--- src/sv/hex27sf_pkg.sv ---
// Shared types, constants and the node table of the hex27 shape-function evaluator.
// No dependencies; every other file takes names from here by package scope or by import.
`default_nettype none

package hex27sf_pkg;

   localparam int FRAC_BITS  = 14;
   localparam int COORD_W    = 16;
   localparam int VALUE_W    = 16;
   localparam int NODE_W     = 5;
   localparam int NODE_COUNT = 27;
   localparam logic [NODE_W-1:0] LAST_NODE = NODE_W'(NODE_COUNT - 1);

   // x +/- 2^F needs one bit over whichever of x and 2^F is wider
   localparam int XS_W  = (FRAC_BITS + 2 > COORD_W + 1) ? FRAC_BITS + 2 : COORD_W + 1;
   localparam int NUM_A = COORD_W + XS_W;
   localparam int NUM_B = ((2 * FRAC_BITS + 2 > 2 * COORD_W) ?
                           2 * FRAC_BITS + 2 : 2 * COORD_W) + 2;
   localparam int NUM_W = (NUM_A > NUM_B) ? NUM_A : NUM_B;
   localparam int MAG_W = NUM_W - 1;
   localparam int PROD_W = 3 * MAG_W;
   localparam int RND_W  = PROD_W + 1;
   localparam int SHIFT  = 6 * FRAC_BITS + 3;
   localparam int Q_W    = 40;
   localparam int VAL_W  = Q_W + 1;

   localparam logic signed [XS_W-1:0]  S_VAL = XS_W'(1) << FRAC_BITS;
   localparam logic signed [NUM_W-1:0] SSQ   = NUM_W'(1) << (2 * FRAC_BITS);
   localparam logic [RND_W-1:0] ROUND_HALF   = RND_W'(1) << (SHIFT - 1);

   localparam longint SAT_HI_L = (FRAC_BITS >= 15) ? 32767 : (longint'(1) << FRAC_BITS);
   localparam longint SAT_LO_L = (FRAC_BITS >= 18) ? -32768 :
                                 -(longint'(1) << (FRAC_BITS - 3));
   localparam logic signed [VAL_W-1:0]   SAT_HI    = VAL_W'(SAT_HI_L);
   localparam logic signed [VAL_W-1:0]   SAT_LO    = VAL_W'(SAT_LO_L);
   localparam logic signed [VALUE_W-1:0] SAT_HI_16 = VALUE_W'(SAT_HI_L);
   localparam logic signed [VALUE_W-1:0] SAT_LO_16 = VALUE_W'(SAT_LO_L);

   typedef enum logic [1:0] {
      POS_MINUS  = 2'd0,
      POS_CENTER = 2'd1,
      POS_PLUS   = 2'd2
   } pos_code_type;

   typedef struct packed {
      pos_code_type xi;
      pos_code_type eta;
      pos_code_type zeta;
   } node_pos_type;

   typedef struct packed {
      logic signed [COORD_W-1:0] xi_coord;
      logic signed [COORD_W-1:0] eta_coord;
      logic signed [COORD_W-1:0] zeta_coord;
   } req_type;

   typedef struct packed {
      logic [NODE_W-1:0]         node_index;
      logic signed [VALUE_W-1:0] shape_value;
      logic                      last_node;
   } rsp_type;

   typedef struct packed {
      logic              valid;
      logic [NODE_W-1:0] node;
   } tag_type;

   typedef struct packed {
      tag_type    tag;
      req_type    coord;
   } issue_type;

   typedef struct packed {
      tag_type           tag;
      logic              neg;
      logic [MAG_W-1:0]  mag_xi;
      logic [MAG_W-1:0]  mag_eta;
      logic [MAG_W-1:0]  mag_zeta;
   } factor_type;

   typedef struct packed {
      tag_type           tag;
      logic              neg;
      logic [RND_W-1:0]  sum;
   } product_type;

   function automatic node_pos_type node_pos(input logic [NODE_W-1:0] node);
      node_pos_type p;
      unique case (node)
         5'd0:    p = '{POS_MINUS,  POS_MINUS,  POS_MINUS};
         5'd1:    p = '{POS_PLUS,   POS_MINUS,  POS_MINUS};
         5'd2:    p = '{POS_PLUS,   POS_PLUS,   POS_MINUS};
         5'd3:    p = '{POS_MINUS,  POS_PLUS,   POS_MINUS};
         5'd4:    p = '{POS_MINUS,  POS_MINUS,  POS_PLUS};
         5'd5:    p = '{POS_PLUS,   POS_MINUS,  POS_PLUS};
         5'd6:    p = '{POS_PLUS,   POS_PLUS,   POS_PLUS};
         5'd7:    p = '{POS_MINUS,  POS_PLUS,   POS_PLUS};
         5'd8:    p = '{POS_CENTER, POS_MINUS,  POS_MINUS};
         5'd9:    p = '{POS_PLUS,   POS_CENTER, POS_MINUS};
         5'd10:   p = '{POS_CENTER, POS_PLUS,   POS_MINUS};
         5'd11:   p = '{POS_MINUS,  POS_CENTER, POS_MINUS};
         5'd12:   p = '{POS_MINUS,  POS_MINUS,  POS_CENTER};
         5'd13:   p = '{POS_PLUS,   POS_MINUS,  POS_CENTER};
         5'd14:   p = '{POS_PLUS,   POS_PLUS,   POS_CENTER};
         5'd15:   p = '{POS_MINUS,  POS_PLUS,   POS_CENTER};
         5'd16:   p = '{POS_CENTER, POS_MINUS,  POS_PLUS};
         5'd17:   p = '{POS_PLUS,   POS_CENTER, POS_PLUS};
         5'd18:   p = '{POS_CENTER, POS_PLUS,   POS_PLUS};
         5'd19:   p = '{POS_MINUS,  POS_CENTER, POS_PLUS};
         5'd20:   p = '{POS_CENTER, POS_CENTER, POS_CENTER};
         5'd21:   p = '{POS_CENTER, POS_CENTER, POS_MINUS};
         5'd22:   p = '{POS_CENTER, POS_CENTER, POS_PLUS};
         5'd23:   p = '{POS_MINUS,  POS_CENTER, POS_CENTER};
         5'd24:   p = '{POS_PLUS,   POS_CENTER, POS_CENTER};
         5'd25:   p = '{POS_CENTER, POS_MINUS,  POS_CENTER};
         5'd26:   p = '{POS_CENTER, POS_PLUS,   POS_CENTER};
         default: p = '{POS_CENTER, POS_CENTER, POS_CENTER};
      endcase
      return p;
   endfunction

endpackage

`default_nettype wire

--- src/sv/hex27sf_factor.sv ---
// Two stages: 1-D quadratic factor numerators per axis, then sign and magnitudes.
// Depends on hex27sf_pkg.
`default_nettype none

module hex27sf_factor (
   input  wire logic                   clock,
   input  wire logic                   reset,
   input  wire hex27sf_pkg::issue_type issue,
   output hex27sf_pkg::factor_type     factor
);

   // numerator over 2^(2F+1): x(x-s), 2(s^2-x^2) or x(x+s)
   function automatic logic signed [hex27sf_pkg::NUM_W-1:0] factor_num(
      input logic signed [hex27sf_pkg::COORD_W-1:0] x,
      input hex27sf_pkg::pos_code_type code
   );
      logic signed [hex27sf_pkg::XS_W-1:0]  xe;
      logic signed [hex27sf_pkg::XS_W-1:0]  t;
      logic signed [hex27sf_pkg::NUM_A-1:0] p;
      logic signed [hex27sf_pkg::NUM_W-1:0] pe;
      xe = hex27sf_pkg::XS_W'(x);
      case (code)
         hex27sf_pkg::POS_PLUS:  t = xe + hex27sf_pkg::S_VAL;
         hex27sf_pkg::POS_MINUS: t = xe - hex27sf_pkg::S_VAL;
         default:                t = xe;
      endcase
      p  = x * t;
      pe = hex27sf_pkg::NUM_W'(p);
      if (code == hex27sf_pkg::POS_CENTER) begin
         return (hex27sf_pkg::SSQ - pe) <<< 1;
      end
      return pe;
   endfunction

   function automatic logic [hex27sf_pkg::MAG_W-1:0] mag_of(
      input logic signed [hex27sf_pkg::NUM_W-1:0] n
   );
      logic signed [hex27sf_pkg::NUM_W-1:0] a;
      a = n[hex27sf_pkg::NUM_W-1] ? -n : n;
      return a[hex27sf_pkg::MAG_W-1:0];
   endfunction

   hex27sf_pkg::node_pos_type             pos;
   hex27sf_pkg::tag_type                  tag1_ff;
   logic signed [hex27sf_pkg::NUM_W-1:0]  num_xi_in, num_eta_in, num_zeta_in;
   logic signed [hex27sf_pkg::NUM_W-1:0]  num_xi_ff, num_eta_ff, num_zeta_ff;
   hex27sf_pkg::factor_type               factor_ff, factor_in;

   always_comb begin
      pos         = hex27sf_pkg::node_pos(issue.tag.node);
      num_xi_in   = factor_num(issue.coord.xi_coord, pos.xi);
      num_eta_in  = factor_num(issue.coord.eta_coord, pos.eta);
      num_zeta_in = factor_num(issue.coord.zeta_coord, pos.zeta);
   end

   always_comb begin
      factor_in.tag      = tag1_ff;
      factor_in.neg      = num_xi_ff[hex27sf_pkg::NUM_W-1] ^ num_eta_ff[hex27sf_pkg::NUM_W-1]
                           ^ num_zeta_ff[hex27sf_pkg::NUM_W-1];
      factor_in.mag_xi   = mag_of(num_xi_ff);
      factor_in.mag_eta  = mag_of(num_eta_ff);
      factor_in.mag_zeta = mag_of(num_zeta_ff);
   end

   always_ff @(posedge clock) begin
      if (reset) begin
         tag1_ff.valid       <= 1'b0;
         factor_ff.tag.valid <= 1'b0;
      end else begin
         tag1_ff.valid       <= issue.tag.valid;
         factor_ff.tag.valid <= factor_in.tag.valid;
      end
      tag1_ff.node       <= issue.tag.node;
      num_xi_ff          <= num_xi_in;
      num_eta_ff         <= num_eta_in;
      num_zeta_ff        <= num_zeta_in;
      factor_ff.tag.node <= factor_in.tag.node;
      factor_ff.neg      <= factor_in.neg;
      factor_ff.mag_xi   <= factor_in.mag_xi;
      factor_ff.mag_eta  <= factor_in.mag_eta;
      factor_ff.mag_zeta <= factor_in.mag_zeta;
   end

   assign factor = factor_ff;

endmodule

`default_nettype wire

--- config.mk ---
export PLATFORM = sky130hd
export DESIGN_NAME = hex27sf_factor
export DESIGN_NICKNAME = d
export VERILOG_FILES = /design/src/sv/hex27sf_pkg.sv /design/src/sv/hex27sf_factor.sv
export SDC_FILE = /design/constraint.sdc
export NUM_CORES = 2
export LEC_CHECK = 0
export BUFFER_PORTS_ARGS = -buffer_cell sky130_fd_sc_hd__buf_2
export CAP_MARGIN = 20
export CORE_ASPECT_RATIO = 1.25
export CORE_MARGIN = 8
export CORE_UTILIZATION = 49
export DETAILED_ROUTE_END_ITERATION = 8
export PLACE_DENSITY = 0.68
export REMOVE_ABC_BUFFERS = 1
export SYNTH_ARGS = -nofsm -noshare
export SYNTH_HDL_FRONTEND = slang
export SYNTH_SLANG_ARGS = --single-unit
--- constraint.sdc ---
create_clock -name clock -period 10.9 [get_ports clock]
set_input_delay 2.18 -clock clock [delete_from_list [all_inputs] [get_ports clock]]
set_output_delay 2.18 -clock clock [all_outputs]
set_load 0.005 [all_outputs]
==> summary.md <==
| Metric | Value |
|---|---|
| Status | finished clean |
| Post-Synth Simple-Gate Area | 14.14% |
| Multiplexer share of the synthesized area | 0.6922% |
| Initial antenna violation count | 3 |
| H-tree depth | 1 |
| CTS buffer count | 24 |
| Clk_lat worst skew | 0.57 ns |
| Die area | 89410 sq um |
| Req. time, crit path | 11.32 ns |
| GRT Total Usage | 20.19% |
| Post-synth EDFFs | 0 |
| Critical Path End Type | flip-flop |
| Crit Path Max Fanout | 8 |
| Largest net degree at the start of global routing | 56 |
| CP max-delay cell | a21oi_1 |
| Placer Congestion | 0.8934 |
| Type of the tightest min-delay check | flip-flop to flip-flop |
| Largest family of logic cells by synthesized area | adder cells |
| Crit Reg-Reg Endpoint | factor[31] |
| Via Count | 28750 |
| Worst hold path cell count | 0 |
| CTS max path bufs | 3 |
| Hold Vio Cnt, Final | 0 |
| Wire per inst | 15.53 um |
| Cell Area, Synth | 39220 sq um |
| Initial DRC count | 1421 |
| Post-DRT Antenna Nets | 0 |
| Via/cell ratio | 5.131 |
| Worst reg-to-reg setup slack | 7.73 ns |
| Routed wire length | 87.01 mm |
| Max Used Layer | met5 |
| Fin crit share | 94.99% |
| Final setup vio count | 0 |
| Synth Area in Compound Gates | 9.072% |
| Port Buffers | 161 |
| DRC | 0 |
| Reg2Reg Depth | 9 |
| Top cell by count, worst path | fa_1 |
| Most used DFF post-synth | dfxtp_1 |
| Layout Nets | 5597 |
| Global-route wire length before repair | 149.1 mm |
| Row count | 116 |
| Skew final | 0.02930 ns |
| Unrepaired setup endpoints after global routing | no |
| Met1 wire length | 35.69 mm |
| Area of the core | 79680 sq um |
| Starting density of the core | 49.22% |
| Min-delay src | factor_in[101] |
| Max capacitance violation total | 0 |
| Slew headroom | 34.74% |
| Met3 WL | 3.561 mm |
| WP buf/inv | 6 |
| Worst-Margin Slew | 0.9687 ns |
| Seq/Total Area, Yosys | 10.92% |
| Final slew viol count | 0 |
| Post-CTS resize count | 0 |
| Critical R2R Launch | num_zeta_ff[3] |
| Yosys cell types | 96 |
| Post-CTS setup buffer count | 0 |
| Final setup TNS | 0 ns |
| Cells after Synth | 4427 |
| Maximum clock rate | 0.09659 GHz |
| Slowest cell delay on critical path | 0.61 ns |
| Worst EP arrival | 10.77 ns |
| I/O pin cnt | 162 |
| Crit-path leading delay family | adder cells |
| Layout cells sized above 1 | 7.048% |
| Async S/R FF share, synth | 0% |
| DR WL met2 | 45.31 mm |
| Startpoint types | input pin |
| CTS sink cnt | 214 |
| Hpwl dp | 73.89 mm |
| Synthesized flop and latch total | 214 |
| Vias in the first global route | 31200 |
| CTS tree | built |
| Xor-xnor portion of the synthesized cell area | 6.967% |
| Chip Width | 269.1 um |
| YS warnings | 0 |
| DR pass1 iterations | 7 |
| Tmin final | 10.35 ns |
| Hold Slack | 0.3289 ns |
| CTS Root Cell | clkbuf_16 |
| Hold EP | factor[101] |
| Syn_area_per_cell | 8.860 sq um |
| Hold-fix buffers at CTS | 0 |
| WS Path Type | input pin to flip-flop |
| Die Y | 332.3 um |
| Fill cells | 7373 |
| Grt ovf | 0 |
| Clock Pin Slew Worst Setup and Hold Paths | 0.08 ns |
| P&R area growth vs syn | 7.334% |
| Synth Area in Adders | 46.69% |
[cells in the final DEF (no fill, tap or decap), types with 12 or more instances in the layout]
| cell type | Yosys | final |
|---|---|---|
| a21o_1 | 39 | 39 |
| a21oi_1 | 115 | 115 |
| a31oi_1 | 17 | 17 |
| and2_1 | 153 | 153 |
| and3_1 | 16 | 16 |
| buf_2 | 1 | 161 |
| buf_4 | 0 | 40 |
| clkbuf_16 | 0 | 24 |
| dfxtp_1 | 214 | 214 |
| fa_1 | 740 | 740 |
| ha_1 | 278 | 278 |
| inv_1 | 1066 | 1066 |
| mux2i_1 | 17 | 17 |
| nand2_1 | 462 | 462 |
| nand2b_1 | 59 | 58 |
| nand3_1 | 48 | 48 |
| nand4_1 | 14 | 14 |
| nor2_1 | 164 | 164 |
| nor2b_1 | 19 | 19 |
| nor3_1 | 44 | 44 |
| nor3b_1 | 12 | 12 |
| o211ai_1 | 13 | 13 |
| o21a_1 | 14 | 14 |
| o21ai_0 | 152 | 152 |
| o31ai_1 | 39 | 39 |
| o41ai_1 | 18 | 18 |
| or2_2 | 23 | 23 |
| or3_1 | 31 | 31 |
| or4_1 | 23 | 23 |
| xnor2_1 | 229 | 229 |
| xor2_1 | 83 | 83 |
[Yosys cell counts (16+ instances only)]
cell,n,share of area [%]
inv_1,1066,10
fa_1,740,38
nand2_1,462,4.4
ha_1,278,8.9
xnor2_1,229,5.1
dfxtp_1,214,11
nor2_1,164,1.6
and2_1,153,2.4
o21ai_0,152,1.9
clkbuf_1,130,1.2
a21oi_1,115,1.5
xor2_1,83,1.9
nand2b_1,59,0.94
nand3_1,48,0.61
nor3_1,44,0.56
a21o_1,39,0.75
o31ai_1,39,0.75
or3_1,31,0.49
or2_2,23,0.37
or4_1,23,0.44
nor2b_1,19,0.30
o41ai_1,18,0.40
a31oi_1,17,0.27
mux2i_1,17,0.43
and3_1,16,0.26
[flip-flops by register name, indices dropped and copies added (netlist names)]
register,count
factor,106
factor_in,6
num_eta_ff,34
num_xi_ff,34
num_zeta_ff,34
[worst max path at each step]
stage	startpoint	endpoint	slack (ns)	cells past startpoint
CTS	issue[49]	num_zeta_ff[32]	0.56	30
finish	issue[49]	num_zeta_ff[32]	0.55	30
global placement	issue[49]	num_zeta_ff[32]	0.13	29
global route	issue[49]	num_eta_ff[27]	0.18	33
floorplan	issue[51]	num_xi_ff[31]	0.61	28
detailed placement	issue[49]	num_zeta_ff[32]	0.008	30
[metrics by stage]
stage	util [%]	std cells	instance area [sq um]	worst slack, ns
floorplan	-	4293	38720	0.6150
global placement	51.65	5556	41160	0.1318
detailed placement	51.66	5557	41170	0.008391
CTS	52.76	5600	42040	0.5648
global route	52.83	5602	42100	0.1827
finish	52.83	5603	42100	0.5465
[cells by family after synthesis]
| kind of cell | Yosys count |
|---|---|
| buffers and inverters | 1203 |
| AND/OR/NAND/NOR | 1119 |
| adder cells (fa/ha/maj) | 1020 |
| AO/OA/AOI/OAI | 533 |
| XOR/XNOR | 312 |
| flip-flops | 214 |
| multiplexers | 26 |
[cell type report]
class / count / area [sq um] / share of cell area (%)
clock buffers: 33 / 674.4 / 1.602
well taps: 1062 / 1329 / 3.156
diodes: 1 / 2.502 / 0.005944
inverters: 1069 / 4013 / 9.531
multi-input cells: 3010 / 30420 / 72.27
clock inverters: 10 / 201.4 / 0.4785
flip-flops and latches: 214 / 4284 / 10.18
repair buffers: 204 / 1171 / 2.782
[metal layers]
layer	up-vias	global-route usage [%]
met5	-	0
met1	14260	24.14
met2	573	37.69
met4	2	5.822
li1	13760	-
met3	151	2.036
Power is left out: the tool's default activity adds up to more than one toggle a clock period on the data nets, which glitch-free logic cannot reach.
