### src/sv/hex27sf_pkg.sv
// Shared types, constants and the node table of the hex27 shape-function evaluator.
// No dependencies; every other file takes names from here by package scope or by import.
`default_nettype none

package hex27sf_pkg;

   localparam int FRAC_BITS  = 14;
   localparam int COORD_W    = 16;
   localparam int VALUE_W    = 16;
   localparam int NODE_W     = 5;
   localparam int NODE_COUNT = 27;
   localparam logic [NODE_W-1:0] LAST_NODE = NODE_W'(NODE_COUNT - 1);

   // x +/- 2^F needs one bit over whichever of x and 2^F is wider
   localparam int XS_W  = (FRAC_BITS + 2 > COORD_W + 1) ? FRAC_BITS + 2 : COORD_W + 1;
   localparam int NUM_A = COORD_W + XS_W;
   localparam int NUM_B = ((2 * FRAC_BITS + 2 > 2 * COORD_W) ?
                           2 * FRAC_BITS + 2 : 2 * COORD_W) + 2;
   localparam int NUM_W = (NUM_A > NUM_B) ? NUM_A : NUM_B;
   localparam int MAG_W = NUM_W - 1;
   localparam int PROD_W = 3 * MAG_W;
   localparam int RND_W  = PROD_W + 1;
   localparam int SHIFT  = 6 * FRAC_BITS + 3;
   localparam int Q_W    = 40;
   localparam int VAL_W  = Q_W + 1;

   localparam logic signed [XS_W-1:0]  S_VAL = XS_W'(1) << FRAC_BITS;
   localparam logic signed [NUM_W-1:0] SSQ   = NUM_W'(1) << (2 * FRAC_BITS);
   localparam logic [RND_W-1:0] ROUND_HALF   = RND_W'(1) << (SHIFT - 1);

   localparam longint SAT_HI_L = (FRAC_BITS >= 15) ? 32767 : (longint'(1) << FRAC_BITS);
   localparam longint SAT_LO_L = (FRAC_BITS >= 18) ? -32768 :
                                 -(longint'(1) << (FRAC_BITS - 3));
   localparam logic signed [VAL_W-1:0]   SAT_HI    = VAL_W'(SAT_HI_L);
   localparam logic signed [VAL_W-1:0]   SAT_LO    = VAL_W'(SAT_LO_L);
   localparam logic signed [VALUE_W-1:0] SAT_HI_16 = VALUE_W'(SAT_HI_L);
   localparam logic signed [VALUE_W-1:0] SAT_LO_16 = VALUE_W'(SAT_LO_L);

   typedef enum logic [1:0] {
      POS_MINUS  = 2'd0,
      POS_CENTER = 2'd1,
      POS_PLUS   = 2'd2
   } pos_code_type;

   typedef struct packed {
      pos_code_type xi;
      pos_code_type eta;
      pos_code_type zeta;
   } node_pos_type;

   typedef struct packed {
      logic signed [COORD_W-1:0] xi_coord;
      logic signed [COORD_W-1:0] eta_coord;
      logic signed [COORD_W-1:0] zeta_coord;
   } req_type;

   typedef struct packed {
      logic [NODE_W-1:0]         node_index;
      logic signed [VALUE_W-1:0] shape_value;
      logic                      last_node;
   } rsp_type;

   typedef struct packed {
      logic              valid;
      logic [NODE_W-1:0] node;
   } tag_type;

   typedef struct packed {
      tag_type    tag;
      req_type    coord;
   } issue_type;

   typedef struct packed {
      tag_type           tag;
      logic              neg;
      logic [MAG_W-1:0]  mag_xi;
      logic [MAG_W-1:0]  mag_eta;
      logic [MAG_W-1:0]  mag_zeta;
   } factor_type;

   typedef struct packed {
      tag_type           tag;
      logic              neg;
      logic [RND_W-1:0]  sum;
   } product_type;

   function automatic node_pos_type node_pos(input logic [NODE_W-1:0] node);
      node_pos_type p;
      unique case (node)
         5'd0:    p = '{POS_MINUS,  POS_MINUS,  POS_MINUS};
         5'd1:    p = '{POS_PLUS,   POS_MINUS,  POS_MINUS};
         5'd2:    p = '{POS_PLUS,   POS_PLUS,   POS_MINUS};
         5'd3:    p = '{POS_MINUS,  POS_PLUS,   POS_MINUS};
         5'd4:    p = '{POS_MINUS,  POS_MINUS,  POS_PLUS};
         5'd5:    p = '{POS_PLUS,   POS_MINUS,  POS_PLUS};
         5'd6:    p = '{POS_PLUS,   POS_PLUS,   POS_PLUS};
         5'd7:    p = '{POS_MINUS,  POS_PLUS,   POS_PLUS};
         5'd8:    p = '{POS_CENTER, POS_MINUS,  POS_MINUS};
         5'd9:    p = '{POS_PLUS,   POS_CENTER, POS_MINUS};
         5'd10:   p = '{POS_CENTER, POS_PLUS,   POS_MINUS};
         5'd11:   p = '{POS_MINUS,  POS_CENTER, POS_MINUS};
         5'd12:   p = '{POS_MINUS,  POS_MINUS,  POS_CENTER};
         5'd13:   p = '{POS_PLUS,   POS_MINUS,  POS_CENTER};
         5'd14:   p = '{POS_PLUS,   POS_PLUS,   POS_CENTER};
         5'd15:   p = '{POS_MINUS,  POS_PLUS,   POS_CENTER};
         5'd16:   p = '{POS_CENTER, POS_MINUS,  POS_PLUS};
         5'd17:   p = '{POS_PLUS,   POS_CENTER, POS_PLUS};
         5'd18:   p = '{POS_CENTER, POS_PLUS,   POS_PLUS};
         5'd19:   p = '{POS_MINUS,  POS_CENTER, POS_PLUS};
         5'd20:   p = '{POS_CENTER, POS_CENTER, POS_CENTER};
         5'd21:   p = '{POS_CENTER, POS_CENTER, POS_MINUS};
         5'd22:   p = '{POS_CENTER, POS_CENTER, POS_PLUS};
         5'd23:   p = '{POS_MINUS,  POS_CENTER, POS_CENTER};
         5'd24:   p = '{POS_PLUS,   POS_CENTER, POS_CENTER};
         5'd25:   p = '{POS_CENTER, POS_MINUS,  POS_CENTER};
         5'd26:   p = '{POS_CENTER, POS_PLUS,   POS_CENTER};
         default: p = '{POS_CENTER, POS_CENTER, POS_CENTER};
      endcase
      return p;
   endfunction

endpackage

`default_nettype wire

### src/sv/hex27sf_round_sat.sv
// Output stage: drops the fraction, applies the sign, saturates and registers the word.
// Depends on hex27sf_pkg.
`default_nettype none

module hex27sf_round_sat (
   input  wire logic                     clock,
   input  wire logic                     reset,
   input  wire hex27sf_pkg::product_type product,
   output logic                          rsp_strobe,
   output hex27sf_pkg::rsp_type          rsp_word
);

   logic [hex27sf_pkg::RND_W-1:0]        qvec;
   logic                                 big;
   logic [hex27sf_pkg::Q_W-1:0]          q;
   logic signed [hex27sf_pkg::VAL_W-1:0] qs, v;
   logic signed [hex27sf_pkg::VAL_W-1:0] sat;
   logic                                 strobe_ff;
   hex27sf_pkg::rsp_type                 word_ff, word_in;

   always_comb begin
      qvec = product.sum >> hex27sf_pkg::SHIFT;
      big  = |(qvec >> hex27sf_pkg::Q_W);
      q    = qvec[hex27sf_pkg::Q_W-1:0];
      qs   = $signed({1'b0, q});
      v    = product.neg ? -qs : qs;
      if (big) begin
         sat = product.neg ? hex27sf_pkg::SAT_LO : hex27sf_pkg::SAT_HI;
      end else if (v > hex27sf_pkg::SAT_HI) begin
         sat = hex27sf_pkg::SAT_HI;
      end else if (v < hex27sf_pkg::SAT_LO) begin
         sat = hex27sf_pkg::SAT_LO;
      end else begin
         sat = v;
      end
      word_in.node_index  = product.tag.node;
      word_in.shape_value = sat[hex27sf_pkg::VALUE_W-1:0];
      word_in.last_node   = (product.tag.node == hex27sf_pkg::LAST_NODE);
   end

   always_ff @(posedge clock) begin
      if (reset) begin
         strobe_ff <= 1'b0;
      end else begin
         strobe_ff <= product.tag.valid;
      end
      word_ff <= word_in;
   end

   assign rsp_strobe = strobe_ff;
   assign rsp_word   = word_ff;

endmodule

`default_nettype wire

### config.mk
export PLATFORM = sky130hd
export DESIGN_NAME = hex27sf_round_sat
export DESIGN_NICKNAME = d
export VERILOG_FILES = /design/src/sv/hex27sf_pkg.sv /design/src/sv/hex27sf_round_sat.sv
export SDC_FILE = /design/constraint.sdc
export NUM_CORES = 1
export LEC_CHECK = 0
export BUFFER_PORTS_ARGS = -buffer_cell sky130_fd_sc_hd__buf_2
export CAP_MARGIN = 20
export CORE_UTILIZATION = 34
export DETAILED_ROUTE_END_ITERATION = 10
export PLACE_DENSITY = 0.85
export SETUP_SLACK_MARGIN = 0.5
export SYNTH_ARGS = -nofsm -noshare
export SYNTH_HDL_FRONTEND = slang
export SYNTH_SLANG_ARGS = --single-unit
### constraint.sdc
create_clock -name clock -period 6.2 [get_ports clock]
set_clock_uncertainty 0.05 [all_clocks]
set_input_delay 0.31 -clock clock [delete_from_list [all_inputs] [get_ports clock]]
set_output_delay 0.31 -clock clock [all_outputs]
set_load 0.005 [all_outputs]
==> results of run 1 <==
==> registers in the layout, summed over array words and instances, names as in the netlist <==
signal / cells
rsp_strobe: 1
rsp_word: 22
==> cells by family after synthesis <==
logic type | after synthesis | synth area share [%]
compound gates | 28 | 21.2
fa+ha+maj | 2 | 2.43
simple gates | 30 | 19.8
xor+xnor | 6 | 5.11
flops | 23 | 44.8
mux | 2 | 1.95
buf+inv | 9 | 4.74
==> Yosys cell counts (all sizes together) <==
cell	instances	share of area, %
clkbuf	2	0.73
inv	4	1.5
o311ai	1	0.85
ha	2	2.4
and3	1	0.61
o31ai	1	0.73
nand4b	2	1.7
o211ai	1	0.73
nand2b	1	0.61
or3	2	1.3
dfxtp	23	45
xor2	4	3.4
buf	2	2.2
a21oi	6	2.9
o21ai	3	1.5
a2111oi	1	2.7
a31oi	1	0.61
or2	1	0.61
nand2	1	0.36
o41ai	1	0.85
nand3	2	0.97
nor2b	2	1.2
nor4	3	3.3
a211oi	9	7.1
o221ai	1	0.85
mux2i	2	1.9
xnor2	2	1.7
nor4bb	1	0.97
nor3	3	1.9
a21o	1	0.73
or4	4	3.4
nor2	7	2.8
o31a	1	0.97
clkinv	1	0.36
o21bai	1	0.73
==> stage by stage <==
step	power, W	hold slack (ns)	instances	util, %	instance area (sq um)
global placement	0.000210	0.375	171	44.8	1260
detailed placement	0.000213	0.378	171	44.8	1260
floorplan	0.000187	0.288	100	-	1030
global route	0.000292	0.0440	175	45.8	1280
finish	0.000279	0.0572	175	45.8	1280
CTS	0.000280	0.0542	175	45.8	1280
==> metal layers <==
metal	vias up	part of all wire [%]
met5	-	0
met4	0	2.3
met3	8	6.9
met2	45	52
met1	432	39
li1	464	-
==> path summary, 6_finish.rpt <==
path	start	to	slack (ns)	cells after the start
worst min-delay path	product[103]	rsp_word[19]$_DFF_P_	0.06	1
worst max-delay path	product[91]	rsp_word[6]$_SDFF_PP0_	3.66	9
==> area by class of cell <==
| type | instances | share of cell area (%) |
|---|---|---|
| Clock buffer | 3 | 1.75 |
| Clock inverter | 1 | 0.389 |
| Inverter | 5 | 1.46 |
| Multi-Input combinational cell | 68 | 40.4 |
| Sequential cell | 23 | 35.8 |
| Tap cell | 31 | 3.02 |
| Timing Repair Buffer | 44 | 17.1 |
==> power by group through the flow <==
| stage | Clock (W) | Sequential (W) | Combinational [W] |
|---|---|---|---|
| 2_1_floorplan | 0 | 0.000166 | 0.0000218 |
| 3_3_place_gp | 0 | 0.000164 | 0.0000466 |
| 3_5_place_dp | 0 | 0.000164 | 0.0000490 |
| 4_1_cts | 0.0000696 | 0.000161 | 0.0000492 |
| 5_1_grt | 0.0000757 | 0.000162 | 0.0000544 |
| 6_report | 0.0000686 | 0.000161 | 0.0000493 |
==> critical path, cell delays in order <==
cell      delay, ns
buf_2          0.12
nor4_1         0.64
nand2_1        0.24
nor3_1         0.22
ha_1           0.28
nor4bb_1       0.15
o31a_2         0.14
nor2_2         0.38
a211oi_1       0.16
==> flow_summary.json, run 1 <==
{
  "outcome": "finished, violations left",
  "violations": "DRC",
  "combPwrFrac_pct": 17.7,
  "grt_util_met3_pct": 4.31,
  "hold_viol_final": 0,
  "pwr-share-seq_pct": 57.7,
  "regArea_sq_um": 460,
  "drv_cap": 0,
  "worst_slew_pin_slew_ns": 0.936,
  "cts.sinks": 23,
  "firstDrtPassIters": 7,
  "grt-busiest-layer": "met2",
  "die_w_um": 57,
  "fmax_mhz": 393,
  "cts_setup_buffers": 0,
  "synth-seq-cells": 23,
  "place_congestion": 0.831,
  "p_per_area_nw_per_um2": 217,
  "clockRootBuffer": "clkbuf_4",
  "crit_type": "in -> reg",
  "vias": 949,
  "h-tree-depth": 1,
  "final_cell_mix": "44 x buf_2, 23 x dfxtp_1, 8 x a211oi_1",
  "crit_required_ns": 6.31,
  "drc": 4,
  "finalMaxSlewViolations": 0,
  "cts_tree": "built",
  "syn_inst": 100,
  "period_minus_slack_ns": 2.54,
  "hold_path.class": "in -> reg",
  "synth_area_per_cell_sq_um": 10.3,
  "numCtsBuffers": 3,
  "grtUsageMet1_pct": 21.4,
  "grt_first_pass_wirelength_um": 4360,
  "vias_per_cell": 5.42,
  "period_share_pct": 41.0,
  "grt_overflow_total": 0,
  "p_clk_share_pct": 24.6,
  "first_global_vias": 956,
  "switching_share_pct": 26.7,
  "slew_headroom_pct": 37.6,
  "tns_ns": 0,
  "ant_nets": 0,
  "setup_violations": 0,
  "setup_slack_ns": 3.66,
  "multi_input_area_sq_um": 519,
  "p_leak_nw": 0.566,
  "cts_hold_buf": 0,
  "core_area_sq_um": 2810,
  "ys_seq_area_share_pct": 44.8,
  "final_nets": 256,
  "drtIter0Drc": 36,
  "ir_worst_vdd_mv": 0.129,
  "critPathMaxFanout": 11,
  "n_antenna_cell": 0,
  "place.port_buffers": 44,
  "final_common_cell": "buf_2",
  "syn_nets": 211,
  "rows": 19,
  "ctsResizeCount": 0,
  "synth_cell_types": 42,
  "nFillCells": 273,
  "die-height_um": 57,
  "io-pin-count": 132,
  "dieArea_sq_um": 3250,
  "final_layout_size_suffix_gt1_share_pct": 40.3,
  "clk_pin_slew_worst_paths_ns": 0.13,
  "p_int_w": 0.000204,
  "start_util_pct": 36.7,
  "pre_cts_ws_ns": 3.39,
  "synth_area_sq_um": 1030,
  "drt-total-wl_um": 2660,
  "syn_to_final_growth_pct": 24.9,
  "end_kind": "flip-flop",
  "cp_data_arrival_time_ns": 2.65,
  "switching_power_w": 0.0000744,
  "use_met2_pct": 30.1,
  "grt_max_degree": 15,
  "start_kind": "input pin",
  "antenna_found_initial": 0,
  "yosysWarnings": 0,
  "grt_setup_unrepaired": "no",
  "wl_per_cell_um": 15.2,
  "track_usage_pct": 17.5,
  "clockBufferDepth": 2
}
Note: power is estimated with default switching activity, not from simulation.
==> run 2: changes to the inputs <==
- CORE_UTILIZATION: 34 -> 28
- PLACE_DENSITY: 0.85 -> 0.75
- clock period: 6.2 -> 2.2 ns (I/O delays scaled with it)
==> flow_summary.json, run 2 (synthesized netlist as in run 1, its figures left out) <==
{
  "outcome": "complete, no violations",
  "drv_cap": 0,
  "clk_pin_slew_worst_paths_ns": 0.13,
  "vias": 1033,
  "firstDrtPassIters": 4,
  "p_leak_nw": 0.724,
  "dp_hpwl_um": 2060,
  "crit_slowest_cell": "or4_4",
  "first_global_vias": 1029,
  "cts_tree": "built",
  "start_kind": "input pin",
  "crit_type": "in -> reg",
  "grt_setup_unrepaired": "yes",
  "final_cell_mix": "41 x buf_2, 23 x dfxtp_1, 14 x buf_4",
  "tns_ns": 0,
  "place.port_buffers": 44,
  "hold_viol_final": 0,
  "vias_per_cell": 4.80,
  "fmax_mhz": 573,
  "period_minus_slack_ns": 1.74,
  "cp_cell_sequence": "buf_6 -> or4_4 -> nor3_4 -> ha_4 -> nor4bb_4 -> o31a_2 -> nor2_2 -> buf_6 -> a211oi_4",
  "drt-total-wl_um": 2970,
  "crit_required_ns": 2.37,
  "core_area_sq_um": 3420,
  "critPathMaxFanout": 5,
  "start_util_pct": 30.1,
  "worst_path_largest_cell_delay_ns": 0.56,
  "slew_headroom_pct": 72.9,
  "drtIter0Drc": 14,
  "largest_register_ffs": 22,
  "ant_nets": 0,
  "h-tree-depth": 1,
  "place_congestion": 0.812,
  "hold_path.class": "in -> reg",
  "nFillCells": 303,
  "numCtsBuffers": 3,
  "dieArea_sq_um": 3920,
  "finalMaxSlewViolations": 0,
  "n_antenna_cell": 0,
  "worst_slew_pin_slew_ns": 0.401,
  "cp_data_arrival_time_ns": 1.92,
  "grt_max_degree": 15,
  "cp_common_cell": "buf_6",
  "clockBufferDepth": 2,
  "end_kind": "flip-flop",
  "final_nets": 281,
  "syn_to_final_growth_pct": 64.5,
  "power_w": 0.000841,
  "die-height_um": 62.6,
  "die_w_um": 62.6,
  "path_buf_inv": 2,
  "p_per_area_nw_per_um2": 497,
  "grt_overflow_total": 0,
  "setup_violations": 0,
  "crit_family": "simple AND/OR/NAND/NOR gates",
  "track_usage_pct": 15.3,
  "drc": 0,
  "final_layout_size_suffix_gt1_share_pct": 56.2,
  "cts.sinks": 23,
  "io-pin-count": 132,
  "wl_per_cell_um": 13.8,
  "rows": 21,
  "ir_worst_vdd_mv": 0.271,
  "period_share_pct": 79.3,
  "antenna_found_initial": 0,
  "final_common_cell": "buf_2",
  "grt_first_pass_wirelength_um": 4710,
  "clockRootBuffer": "clkbuf_4"
}
==> run 2: cell count changes in the layout (fill, tap and decap cells not counted), sizes merged <==
cell and delta:
buf +18, dlygate4sd3 +7
==> run 2: repair_timing <==
item,4_1_cts,5_1_grt
setup buffers,2,2
hold buffers,7,0
endpoints found under the hold margin,7,0
pin swaps,3,8
setup endpoints to repair,11,11
gates cloned,0,0
resized for setup,9,23
==> run 2: tightest hold or removal path: cells and delay by family <==
family / cells / cell delay, ns
xor gates and xnor gates: 1 / 0.13
buffers and inverters: 1 / 0.10
AOI/OAI and AO/OA: 1 / 0.03
==> run 2: area by class of cell <==
| type | instances | area (sq um) | area share (%) |
|---|---|---|---|
| inverter | 5 | 18.8 | 1.11 |
| tap | 46 | 57.6 | 3.40 |
| multi-input combinational | 68 | 668 | 39.5 |
| clock inverter | 1 | 5.00 | 0.296 |
| clock buffer | 3 | 22.5 | 1.33 |
| sequential | 23 | 460 | 27.2 |
| timing repair buffer | 69 | 459 | 27.1 |
==> run 2: through the flow <==
step                      setup slack [ns]  utilization (%)  area [sq um]  hold slack (ns)  std cells
after global routing                 0.414             49.5          1690           0.0314        215
after detailed placement            0.0253             41.2          1410            0.180        200
final                                0.456             49.5          1690           0.0374        215
after global placement              0.0374             41.2          1410            0.179        200
after CTS                            0.481             45.9          1570          0.00918        213
after floorplan                      0.353                -          1060           0.0877        100
==> run 2: worst paths after layout <==
kind              slack [ns]                     end  cells after the start        start
setup / recovery        0.46  rsp_word[9]$_SDFF_PP0_                      9  product[95]
hold / removal          0.04  rsp_word[3]$_SDFF_PP0_                      3  product[89]
==> run 2: per-layer routing <==
layer	GRT usage (%)	share of wire (%)	up-vias
li1	-	-	510
met1	18.6	45	479
met2	27.4	50	42
met3	3.83	5.2	2
met4	2.62	0.51	0
met5	0	0	-
==> run 2: where the power goes <==
| part | internal, W | total [W] | switching [W] | leakage (nW) |
|---|---|---|---|---|
| logic | 0.0000996 | 0.000195 | 0.0000953 | 0.513 |
| registers | 0.000445 | 0.000452 | 0.00000648 | 0.193 |
| clock network | 0.0000679 | 0.000195 | 0.000127 | 0.0177 |
| total | 0.000613 | 0.000841 | 0.000229 | 0.724 |
