### src/sv/hex27sf_pkg.sv
// Shared types, constants and the node table of the hex27 shape-function evaluator.
// No dependencies; every other file takes names from here by package scope or by import.
`default_nettype none

package hex27sf_pkg;

   localparam int FRAC_BITS  = 14;
   localparam int COORD_W    = 16;
   localparam int VALUE_W    = 16;
   localparam int NODE_W     = 5;
   localparam int NODE_COUNT = 27;
   localparam logic [NODE_W-1:0] LAST_NODE = NODE_W'(NODE_COUNT - 1);

   // x +/- 2^F needs one bit over whichever of x and 2^F is wider
   localparam int XS_W  = (FRAC_BITS + 2 > COORD_W + 1) ? FRAC_BITS + 2 : COORD_W + 1;
   localparam int NUM_A = COORD_W + XS_W;
   localparam int NUM_B = ((2 * FRAC_BITS + 2 > 2 * COORD_W) ?
                           2 * FRAC_BITS + 2 : 2 * COORD_W) + 2;
   localparam int NUM_W = (NUM_A > NUM_B) ? NUM_A : NUM_B;
   localparam int MAG_W = NUM_W - 1;
   localparam int PROD_W = 3 * MAG_W;
   localparam int RND_W  = PROD_W + 1;
   localparam int SHIFT  = 6 * FRAC_BITS + 3;
   localparam int Q_W    = 40;
   localparam int VAL_W  = Q_W + 1;

   localparam logic signed [XS_W-1:0]  S_VAL = XS_W'(1) << FRAC_BITS;
   localparam logic signed [NUM_W-1:0] SSQ   = NUM_W'(1) << (2 * FRAC_BITS);
   localparam logic [RND_W-1:0] ROUND_HALF   = RND_W'(1) << (SHIFT - 1);

   localparam longint SAT_HI_L = (FRAC_BITS >= 15) ? 32767 : (longint'(1) << FRAC_BITS);
   localparam longint SAT_LO_L = (FRAC_BITS >= 18) ? -32768 :
                                 -(longint'(1) << (FRAC_BITS - 3));
   localparam logic signed [VAL_W-1:0]   SAT_HI    = VAL_W'(SAT_HI_L);
   localparam logic signed [VAL_W-1:0]   SAT_LO    = VAL_W'(SAT_LO_L);
   localparam logic signed [VALUE_W-1:0] SAT_HI_16 = VALUE_W'(SAT_HI_L);
   localparam logic signed [VALUE_W-1:0] SAT_LO_16 = VALUE_W'(SAT_LO_L);

   typedef enum logic [1:0] {
      POS_MINUS  = 2'd0,
      POS_CENTER = 2'd1,
      POS_PLUS   = 2'd2
   } pos_code_type;

   typedef struct packed {
      pos_code_type xi;
      pos_code_type eta;
      pos_code_type zeta;
   } node_pos_type;

   typedef struct packed {
      logic signed [COORD_W-1:0] xi_coord;
      logic signed [COORD_W-1:0] eta_coord;
      logic signed [COORD_W-1:0] zeta_coord;
   } req_type;

   typedef struct packed {
      logic [NODE_W-1:0]         node_index;
      logic signed [VALUE_W-1:0] shape_value;
      logic                      last_node;
   } rsp_type;

   typedef struct packed {
      logic              valid;
      logic [NODE_W-1:0] node;
   } tag_type;

   typedef struct packed {
      tag_type    tag;
      req_type    coord;
   } issue_type;

   typedef struct packed {
      tag_type           tag;
      logic              neg;
      logic [MAG_W-1:0]  mag_xi;
      logic [MAG_W-1:0]  mag_eta;
      logic [MAG_W-1:0]  mag_zeta;
   } factor_type;

   typedef struct packed {
      tag_type           tag;
      logic              neg;
      logic [RND_W-1:0]  sum;
   } product_type;

   function automatic node_pos_type node_pos(input logic [NODE_W-1:0] node);
      node_pos_type p;
      unique case (node)
         5'd0:    p = '{POS_MINUS,  POS_MINUS,  POS_MINUS};
         5'd1:    p = '{POS_PLUS,   POS_MINUS,  POS_MINUS};
         5'd2:    p = '{POS_PLUS,   POS_PLUS,   POS_MINUS};
         5'd3:    p = '{POS_MINUS,  POS_PLUS,   POS_MINUS};
         5'd4:    p = '{POS_MINUS,  POS_MINUS,  POS_PLUS};
         5'd5:    p = '{POS_PLUS,   POS_MINUS,  POS_PLUS};
         5'd6:    p = '{POS_PLUS,   POS_PLUS,   POS_PLUS};
         5'd7:    p = '{POS_MINUS,  POS_PLUS,   POS_PLUS};
         5'd8:    p = '{POS_CENTER, POS_MINUS,  POS_MINUS};
         5'd9:    p = '{POS_PLUS,   POS_CENTER, POS_MINUS};
         5'd10:   p = '{POS_CENTER, POS_PLUS,   POS_MINUS};
         5'd11:   p = '{POS_MINUS,  POS_CENTER, POS_MINUS};
         5'd12:   p = '{POS_MINUS,  POS_MINUS,  POS_CENTER};
         5'd13:   p = '{POS_PLUS,   POS_MINUS,  POS_CENTER};
         5'd14:   p = '{POS_PLUS,   POS_PLUS,   POS_CENTER};
         5'd15:   p = '{POS_MINUS,  POS_PLUS,   POS_CENTER};
         5'd16:   p = '{POS_CENTER, POS_MINUS,  POS_PLUS};
         5'd17:   p = '{POS_PLUS,   POS_CENTER, POS_PLUS};
         5'd18:   p = '{POS_CENTER, POS_PLUS,   POS_PLUS};
         5'd19:   p = '{POS_MINUS,  POS_CENTER, POS_PLUS};
         5'd20:   p = '{POS_CENTER, POS_CENTER, POS_CENTER};
         5'd21:   p = '{POS_CENTER, POS_CENTER, POS_MINUS};
         5'd22:   p = '{POS_CENTER, POS_CENTER, POS_PLUS};
         5'd23:   p = '{POS_MINUS,  POS_CENTER, POS_CENTER};
         5'd24:   p = '{POS_PLUS,   POS_CENTER, POS_CENTER};
         5'd25:   p = '{POS_CENTER, POS_MINUS,  POS_CENTER};
         5'd26:   p = '{POS_CENTER, POS_PLUS,   POS_CENTER};
         default: p = '{POS_CENTER, POS_CENTER, POS_CENTER};
      endcase
      return p;
   endfunction

endpackage

`default_nettype wire

### src/sv/hex27sf_sequencer.sv
// Input capture and node sequencer: holds the point, issues nodes 0..26 one per cycle.
// Depends on hex27sf_pkg.
`default_nettype none

module hex27sf_sequencer (
   input  wire logic                 clock,
   input  wire logic                 reset,
   input  wire logic                 start,
   input  wire hex27sf_pkg::req_type req_word,
   output logic                      busy,
   output hex27sf_pkg::issue_type    issue
);

   logic                           active_ff, active_in;
   logic [hex27sf_pkg::NODE_W-1:0] node_ff, node_in;
   hex27sf_pkg::req_type           coord_ff, coord_in;

   // a new point may be taken in the cycle that node 26 goes out
   assign busy = active_ff && (node_ff != hex27sf_pkg::LAST_NODE);

   always_comb begin
      active_in = active_ff;
      node_in   = node_ff;
      coord_in  = coord_ff;
      if (busy) begin
         node_in = node_ff + hex27sf_pkg::NODE_W'(1);
      end else if (start) begin
         active_in = 1'b1;
         node_in   = '0;
         coord_in  = req_word;
      end else begin
         active_in = 1'b0;
      end
   end

   always_ff @(posedge clock) begin
      if (reset) begin
         active_ff <= 1'b0;
         node_ff   <= '0;
      end else begin
         active_ff <= active_in;
         node_ff   <= node_in;
      end
      coord_ff <= coord_in;
   end

   assign issue.tag.valid = active_ff;
   assign issue.tag.node  = node_ff;
   assign issue.coord     = coord_ff;

endmodule

`default_nettype wire

### config.mk
export PLATFORM = sky130hd
export DESIGN_NAME = hex27sf_sequencer
export DESIGN_NICKNAME = d
export VERILOG_FILES = /design/src/sv/hex27sf_pkg.sv /design/src/sv/hex27sf_sequencer.sv
export SDC_FILE = /design/constraint.sdc
export NUM_CORES = 1
export LEC_CHECK = 0
export BUFFER_PORTS_ARGS = -buffer_cell sky130_fd_sc_hd__buf_2
export CORE_UTILIZATION = 45
export DETAILED_ROUTE_END_ITERATION = 16
export GPL_TIMING_DRIVEN = 0
export HOLD_SLACK_MARGIN = 0.06
export PLACE_DENSITY = 0.82
export SKIP_CTS_REPAIR_TIMING = 1
export SYNTH_ARGS = -nofsm -noshare
export SYNTH_HDL_FRONTEND = slang
export SYNTH_SLANG_ARGS = --single-unit
### constraint.sdc
create_clock -name clock -period 9.64 [get_ports clock]
set_input_delay 0.482 -clock clock [delete_from_list [all_inputs] [get_ports clock]]
set_output_delay 0.482 -clock clock [all_outputs]
set_load 0.01 [all_outputs]
==> impl_metrics.tcl, run 1 <==
set metrics [dict create \
    ant_nets 0 \
    count_of_unique_library_cells_instantiated_by_yosys 17 \
    firstDrtPassIters 4 \
    die_w_um 64.9 \
    synth.cell_area_um2 1780 \
    timing.setup.critical_path_class "reg2out" \
    min_path_cells 1 \
    timing.final.crit_share_pct 22.6 \
    worst_r2r_startpoint "node_ff[0]" \
    finish.net_count 253 \
    core_area_um2 3720 \
    maxSlewViolCount 0 \
    ys_ff_latch 54 \
    ff2ff_setup_slack_ns 7.61 \
    die_area_um2 4210 \
    power.static_leakage_uw 0.00104 \
    holdPathEnd "issue[24]" \
    clock_skew_ns 0.00624 \
    post-route-worst-setup-slack_ns 7.47 \
    antenna_cells 0 \
    antenna_found_initial 0 \
    regToRegEndpoint "issue[18]" \
    finalSetupViolCount 0 \
    vdd.ir_drop.worst_mv 0.101 \
    dpl-instance-area_um2 2390 \
    worst_slew_pin_slew_ns 0.552 \
    io_pins 106 \
    cts_root_buffer "sky130_fd_sc_hd__clkbuf_8" \
    drt-wirelength-per-cell_um 14.2 \
    dp.cells 241 \
    grt_max_degree 32 \
    achievable-frequency_mhz 460 \
    clock_tree_from_tritoncts "done" \
    tns_ns 0 \
    hold_class "in2reg" \
    maxCapViolCount 0 \
    layout.cells.non_filler 248 \
    final_hold_viol_count 0 \
    cts_inserted_buffers 5 \
    timing.critical_path.from_type "flip-flop" \
    timing.final.crit_period_ns 2.17 \
    postSynthNetCount 140 \
    grt_pass1_wl_mm 5.24 \
    std_cell_rows 22 \
    detail_route.drc_violations 0 \
    cts.reportedPaths.clkPinSlew_ns 0.09 \
    sequential_cell_area_um2 1560 \
    layout.filler_cells 272 \
    worst_ep_arrival_time_ns 1.69 \
    yosysSeqAreaShare_pct 87.8 \
    rr_worst_depth 7 \
    hold_path.startpoint "req_word[24]" \
    cts-root-to-sink-buffers 2 \
    vias 1189 \
    die_h_um 64.9 \
    grt_remaining_overflow 0 \
    critical_path.max_fanout 6 \
    clkLatencyLatePin_ns 0.30 \
    io_buffers 105 \
    gr-usage-all-layers_pct 17.4 \
    htree_levels 2 \
    grt_setup_unrepaired "no" \
    final_design_area_no_fill_um2 2470 \
    place_congestion 0.779 \
    timing.critical_path.required_ns 9.16 \
    post_synth.cell_area_avg_um2 20.4 \
    initial_core_util_pct 47.8 \
    via_count_of_the_first_global_routing_pass 1070 \
    status "complete, no violations" \
    drt_wl_total_mm 3.52 \
    numClockSinks 54 \
    place_ws_ns 7.63 \
    final_layout_size_suffix_gt1_share_pct 58.5 \
    detailedRoute.firstIterationViolations 113 \
    area_taken_by_multi_input_logic_gates_um2 194 \
    power-per-cell-area_nw_per_um2 172 \
    via_density_per_instance 4.79 \
    max-slew-margin-rel_pct 63.1 \
    syn-instance-count 87 \
    crit_path_end_kind "output port" \
    yosys_warnings 0 \
    flow.area_growth_from_synthesis_pct 39.2 \
    dp_hpwl_mm 2.71 \
]
[layer usage]
| layer | vias up | track usage [%] | part of all wire [%] |
|---|---|---|---|
| met5 | - | 0 | 0 |
| met4 | 0 | 4.17 | 0 |
| met3 | 0 | 5.46 | 10 |
| met2 | 76 | 29.6 | 49 |
| met1 | 547 | 21.4 | 40 |
| li1 | 566 | - | - |
[cell usage after synthesis]
cell	n	area share, %
sky130_fd_sc_hd__dfxtp_1	6	6.8
sky130_fd_sc_hd__inv_2	1	0.21
sky130_fd_sc_hd__nand3_1	4	1.1
sky130_fd_sc_hd__nand4_1	2	0.70
sky130_fd_sc_hd__nand4b_1	2	0.99
sky130_fd_sc_hd__and4b_1	1	0.56
sky130_fd_sc_hd__nor2_1	3	0.63
sky130_fd_sc_hd__a21oi_1	3	0.84
sky130_fd_sc_hd__ha_1	2	1.4
sky130_fd_sc_hd__or3_1	3	1.1
sky130_fd_sc_hd__buf_6	1	0.63
sky130_fd_sc_hd__o211ai_1	4	1.7
sky130_fd_sc_hd__a31oi_1	3	1.1
sky130_fd_sc_hd__inv_1	2	0.42
sky130_fd_sc_hd__buf_4	1	0.42
sky130_fd_sc_hd__nand3b_1	1	0.42
sky130_fd_sc_hd__edfxtp_1	48	81
[worst max-delay path by stage]
stage	startpoint	end	slack, ns	cells after the start
3_5_place_dp	node_ff[0]	issue[34]	7.63	7
4_1_cts	node_ff[0]	busy	7.45	6
5_1_grt	node_ff[0]	busy	7.34	6
2_1_floorplan	node_ff[1]	issue[0]	6.18	5
3_3_place_gp	node_ff[0]	issue[3]	5.52	6
6_report	node_ff[0]	busy	7.47	6
[final cells by class]
| class | instances | share of cell area, % |
|---|---|---|
| Clock buffer | 5 | 2.78 |
| Clock inverter | 2 | 0.607 |
| Sequential cell | 54 | 63.1 |
| Inverter | 3 | 0.455 |
| Buffer | 2 | 0.758 |
| Timing Repair Buffer | 106 | 22.0 |
| Tap cell | 48 | 2.43 |
| Multi-Input combinational cell | 28 | 7.84 |
[cell families after synthesis]
kind of cell	Yosys count	synth area share, %
buffers and inverters	5	1.69
DFF	54	87.8
adders and majority gates	2	1.41
AOI/OAI and AO/OA	10	3.59
and+or+nand+nor	16	5.49
[power breakdown]
group          switching (uW)  total (uW)  internal (uW)
clock network            66.6         116           49.6
registers                3.66         272            269
logic                    20.8        38.0           17.1
total                    91.1         427            336
[state kept, by name (all words and copies together) (netlist names)]
register and flops:
issue 48, active_ff 1, node_ff 5
[layout by cell type (no fill, tap or decap), drive strengths merged]
| cell type | netlist | final |
|---|---|---|
| buf | 2 | 108 |
| edfxtp | 48 | 48 |
| dfxtp | 6 | 6 |
| clkbuf | 0 | 5 |
| nand3 | 4 | 4 |
| o211ai | 4 | 4 |
| or3 | 3 | 3 |
| a31oi | 3 | 3 |
| a21oi | 3 | 3 |
| nor2 | 3 | 3 |
| inv | 3 | 3 |
| nand4b | 2 | 2 |
| nand4 | 2 | 2 |
| ha | 2 | 2 |
| clkinvlp | 0 | 2 |
| and4b | 1 | 1 |
| nand3b | 1 | 1 |
[stage by stage]
stage               hold WS (ns)  utilization (%)  power (uW)
floorplan                  0.529                -         292
global placement           0.541             63.6         314
detailed placement         0.555             64.3         316
CTS                        0.340             66.6         433
global route               0.331             66.6         445
finish                     0.354             66.6         427
[worst max-delay path, stage by stage (launching register included)]
cell and delay [ns]:
sky130_fd_sc_hd__dfxtp_1 0.41, sky130_fd_sc_hd__inv_1 0.09, sky130_fd_sc_hd__ha_1 0.21, sky130_fd_sc_hd__and4b_1 0.19, sky130_fd_sc_hd__buf_6 0.13, sky130_fd_sc_hd__nor2_1 0.19
sky130_fd_sc_hd__buf_2 0.18
Power figures use the tool's default switching activity.
==> run 2: changes to the inputs <==
--- a/config.mk
+++ b/config.mk
@@ -6,11 +6,11 @@
 export NUM_CORES = 1
 export LEC_CHECK = 0
 export BUFFER_PORTS_ARGS = -buffer_cell sky130_fd_sc_hd__buf_2
-export CORE_UTILIZATION = 45
+export CORE_UTILIZATION = 42
 export DETAILED_ROUTE_END_ITERATION = 16
 export GPL_TIMING_DRIVEN = 0
 export HOLD_SLACK_MARGIN = 0.06
-export PLACE_DENSITY = 0.82
+export PLACE_DENSITY = 0.77
 export SKIP_CTS_REPAIR_TIMING = 1
 export SYNTH_ARGS = -nofsm -noshare
 export SYNTH_HDL_FRONTEND = slang
==> constraint.sdc (replaced) <==
create_clock -name clock -period 2.2 [get_ports clock]
set_input_delay 0.11 -clock clock [delete_from_list [all_inputs] [get_ports clock]]
set_output_delay 0.11 -clock clock [all_outputs]
set_load 0.01 [all_outputs]
==> run 2 against run 1 <==
Sequential share of layout area shrank 10 points. Via count grew 19%. Register-to-register slack lost 7.4 ns. Final area grew 20%. Clock power grew to 4.6 times the previous value. Setup slack lost 7.3 ns. Global-route usage shrank 1.4 points. Non-clock buffer count grew 48. Core utilization grew 6.8 points.
==> impl_metrics.tcl, run 2 (synthesized netlist as in run 1, its figures left out) <==
set metrics [dict create \
    maxSlewViolCount 0 \
    ff2ff_setup_slack_ns 0.20 \
    grt_remaining_overflow 0 \
    worst_ep_arrival_time_ns 1.94 \
    drt_wl_total_mm 4.74 \
    finish.net_count 302 \
    timing.final.crit_share_pct 93.1 \
    grt_pass1_wl_mm 4.98 \
    critical_path.max_fanout 6 \
    place_congestion 0.739 \
    cts_inserted_buffers 5 \
    gr-usage-all-layers_pct 15.9 \
    grt_setup_unrepaired "no" \
    final_cell_mix "sky130_fd_sc_hd__buf_2, sky130_fd_sc_hd__dlygate4sd3_1, sky130_fd_sc_hd__edfxtp_1, sky130_fd_sc_hd__dfxtp_1, sky130_fd_sc_hd__clkbuf_8" \
    core_area_um2 4030 \
    vias 1419 \
    die_area_um2 4500 \
    maxCapViolCount 0 \
    clock_skew_ns 0.0110 \
    power-per-cell-area_nw_per_um2 666 \
    die_w_um 67.1 \
    cts-root-to-sink-buffers 2 \
    timing.critical_path.from_type "flip-flop" \
    io_buffers 105 \
    power_report.internal_total_uw 1520 \
    cts_root_buffer "sky130_fd_sc_hd__clkbuf_8" \
    via_count_of_the_first_global_routing_pass 1038 \
    tns_ns 0 \
    timing.setup.critical_path_class "reg2out" \
    combinational_power_share_pct 12.0 \
    status "complete, no violations" \
    htree_levels 2 \
    detailedRoute.firstIterationViolations 96 \
    cts.reportedPaths.clkPinSlew_ns 0.09 \
    detail_route.drc_violations 0 \
    std_cell_rows 23 \
    min_path_cells 3 \
    final_layout_size_suffix_gt1_share_pct 47.0 \
    vdd.ir_drop.worst_mv 0.316 \
    crit_path_end_kind "output port" \
    io_pins 106 \
    p_sw_uw 447 \
    timing.final.crit_period_ns 2.05 \
    layout_commonest_cell "sky130_fd_sc_hd__buf_2" \
    final_hold_viol_count 0 \
    power_frac_seq_pct 60.7 \
    numClockSinks 54 \
    achievable-frequency_mhz 488 \
    drt-wirelength-per-cell_um 15.8 \
    hold_class "in2reg" \
    timing.critical_path.required_ns 2.09 \
    dp_hpwl_mm 2.62 \
    clock_tree_from_tritoncts "done" \
    via_density_per_instance 4.75 \
    post-route-util_pct 73.4 \
    initial_core_util_pct 44.1 \
    grt_max_degree 49 \
    worst_slew_pin_slew_ns 0.680 \
    flip_flop_count_of_the_largest_register_after_layout 48 \
    switching_share_pct 22.7 \
    rr_worst_depth 5 \
    max-slew-margin-rel_pct 54.5 \
    flow.area_growth_from_synthesis_pct 66.4 \
    power_frac_clock_pct 27.2 \
    power.static_leakage_uw 0.00124 \
    antenna_found_initial 0 \
    die_h_um 67.1 \
    firstDrtPassIters 4 \
    clkLatencyLatePin_ns 0.31 \
    ant_nets 0 \
    finalSetupViolCount 0 \
    antenna_cells 0 \
]
## run 2: changes by cell type in the layout (fill, tap and decap cells not counted)
| cell | change |
|---|---|
| sky130_fd_sc_hd__buf_12 | -1 |
| sky130_fd_sc_hd__nor2_4 | +1 |
| sky130_fd_sc_hd__dlygate4sd3_1 | +49 |
## run 2: per-layer routing
metal | wire length [um] | vias to the layer above | global-route usage (%)
met5 | 0 | - | 0
met4 | 52 | 0 | 6.38
met1 | 1840 | 657 | 19.2
li1 | - | 668 | -
met2 | 2420 | 88 | 24.9
met3 | 426 | 6 | 6.68
## run 2: layout make-up
cell class	count	area [um^2]
inverter	3	11.3
tap	50	62.6
multi-input combinational	29	205
sequential	54	1560
buffer	2	18.8
clock inverter	2	15.0
timing repair buffer	154	1020
fill	265	1070
clock buffer	5	68.8
## run 2: final timing paths
path              startpoint          to
setup / recovery  node_ff[0]        busy
hold / removal         start   active_ff
setup reg to reg  node_ff[1]   issue[20]
hold reg to reg   node_ff[4]  node_ff[4]
## run 2: power groups by stage
| stage | clock, uW | sequential (uW) | combinational [uW] |
|---|---|---|---|
| global placement | 0 | 1220 | 157 |
| CTS | 540 | 1200 | 162 |
| finish | 537 | 1200 | 237 |
| global route | 590 | 1200 | 258 |
| floorplan | 0 | 1250 | 31.3 |
| detailed placement | 0 | 1220 | 161 |
## run 2: stage by stage
step	hold slack [ns]	instance area [um^2]	cells	worst slack, ns	power, uW
after floorplan	0.179	1790	87	0.0769	1280
after global placement	0.287	2370	242	-0.121	1370
after detailed placement	0.288	2370	242	-0.182	1380
after CTS	-0.0309	2460	249	-0.191	1900
after global routing	0.0607	2960	299	0.0275	2050
final	0.0282	2960	299	0.151	1970
## run 2: critical path, cell delays in order, from the launching register on
cell and delay [ns]:
sky130_fd_sc_hd__dfxtp_1 0.40, sky130_fd_sc_hd__inv_1 0.08, sky130_fd_sc_hd__ha_1 0.21, sky130_fd_sc_hd__and4b_1 0.19, sky130_fd_sc_hd__buf_6 0.13, sky130_fd_sc_hd__nor2_1 0.40, sky130_fd_sc_hd__buf_2 0.23
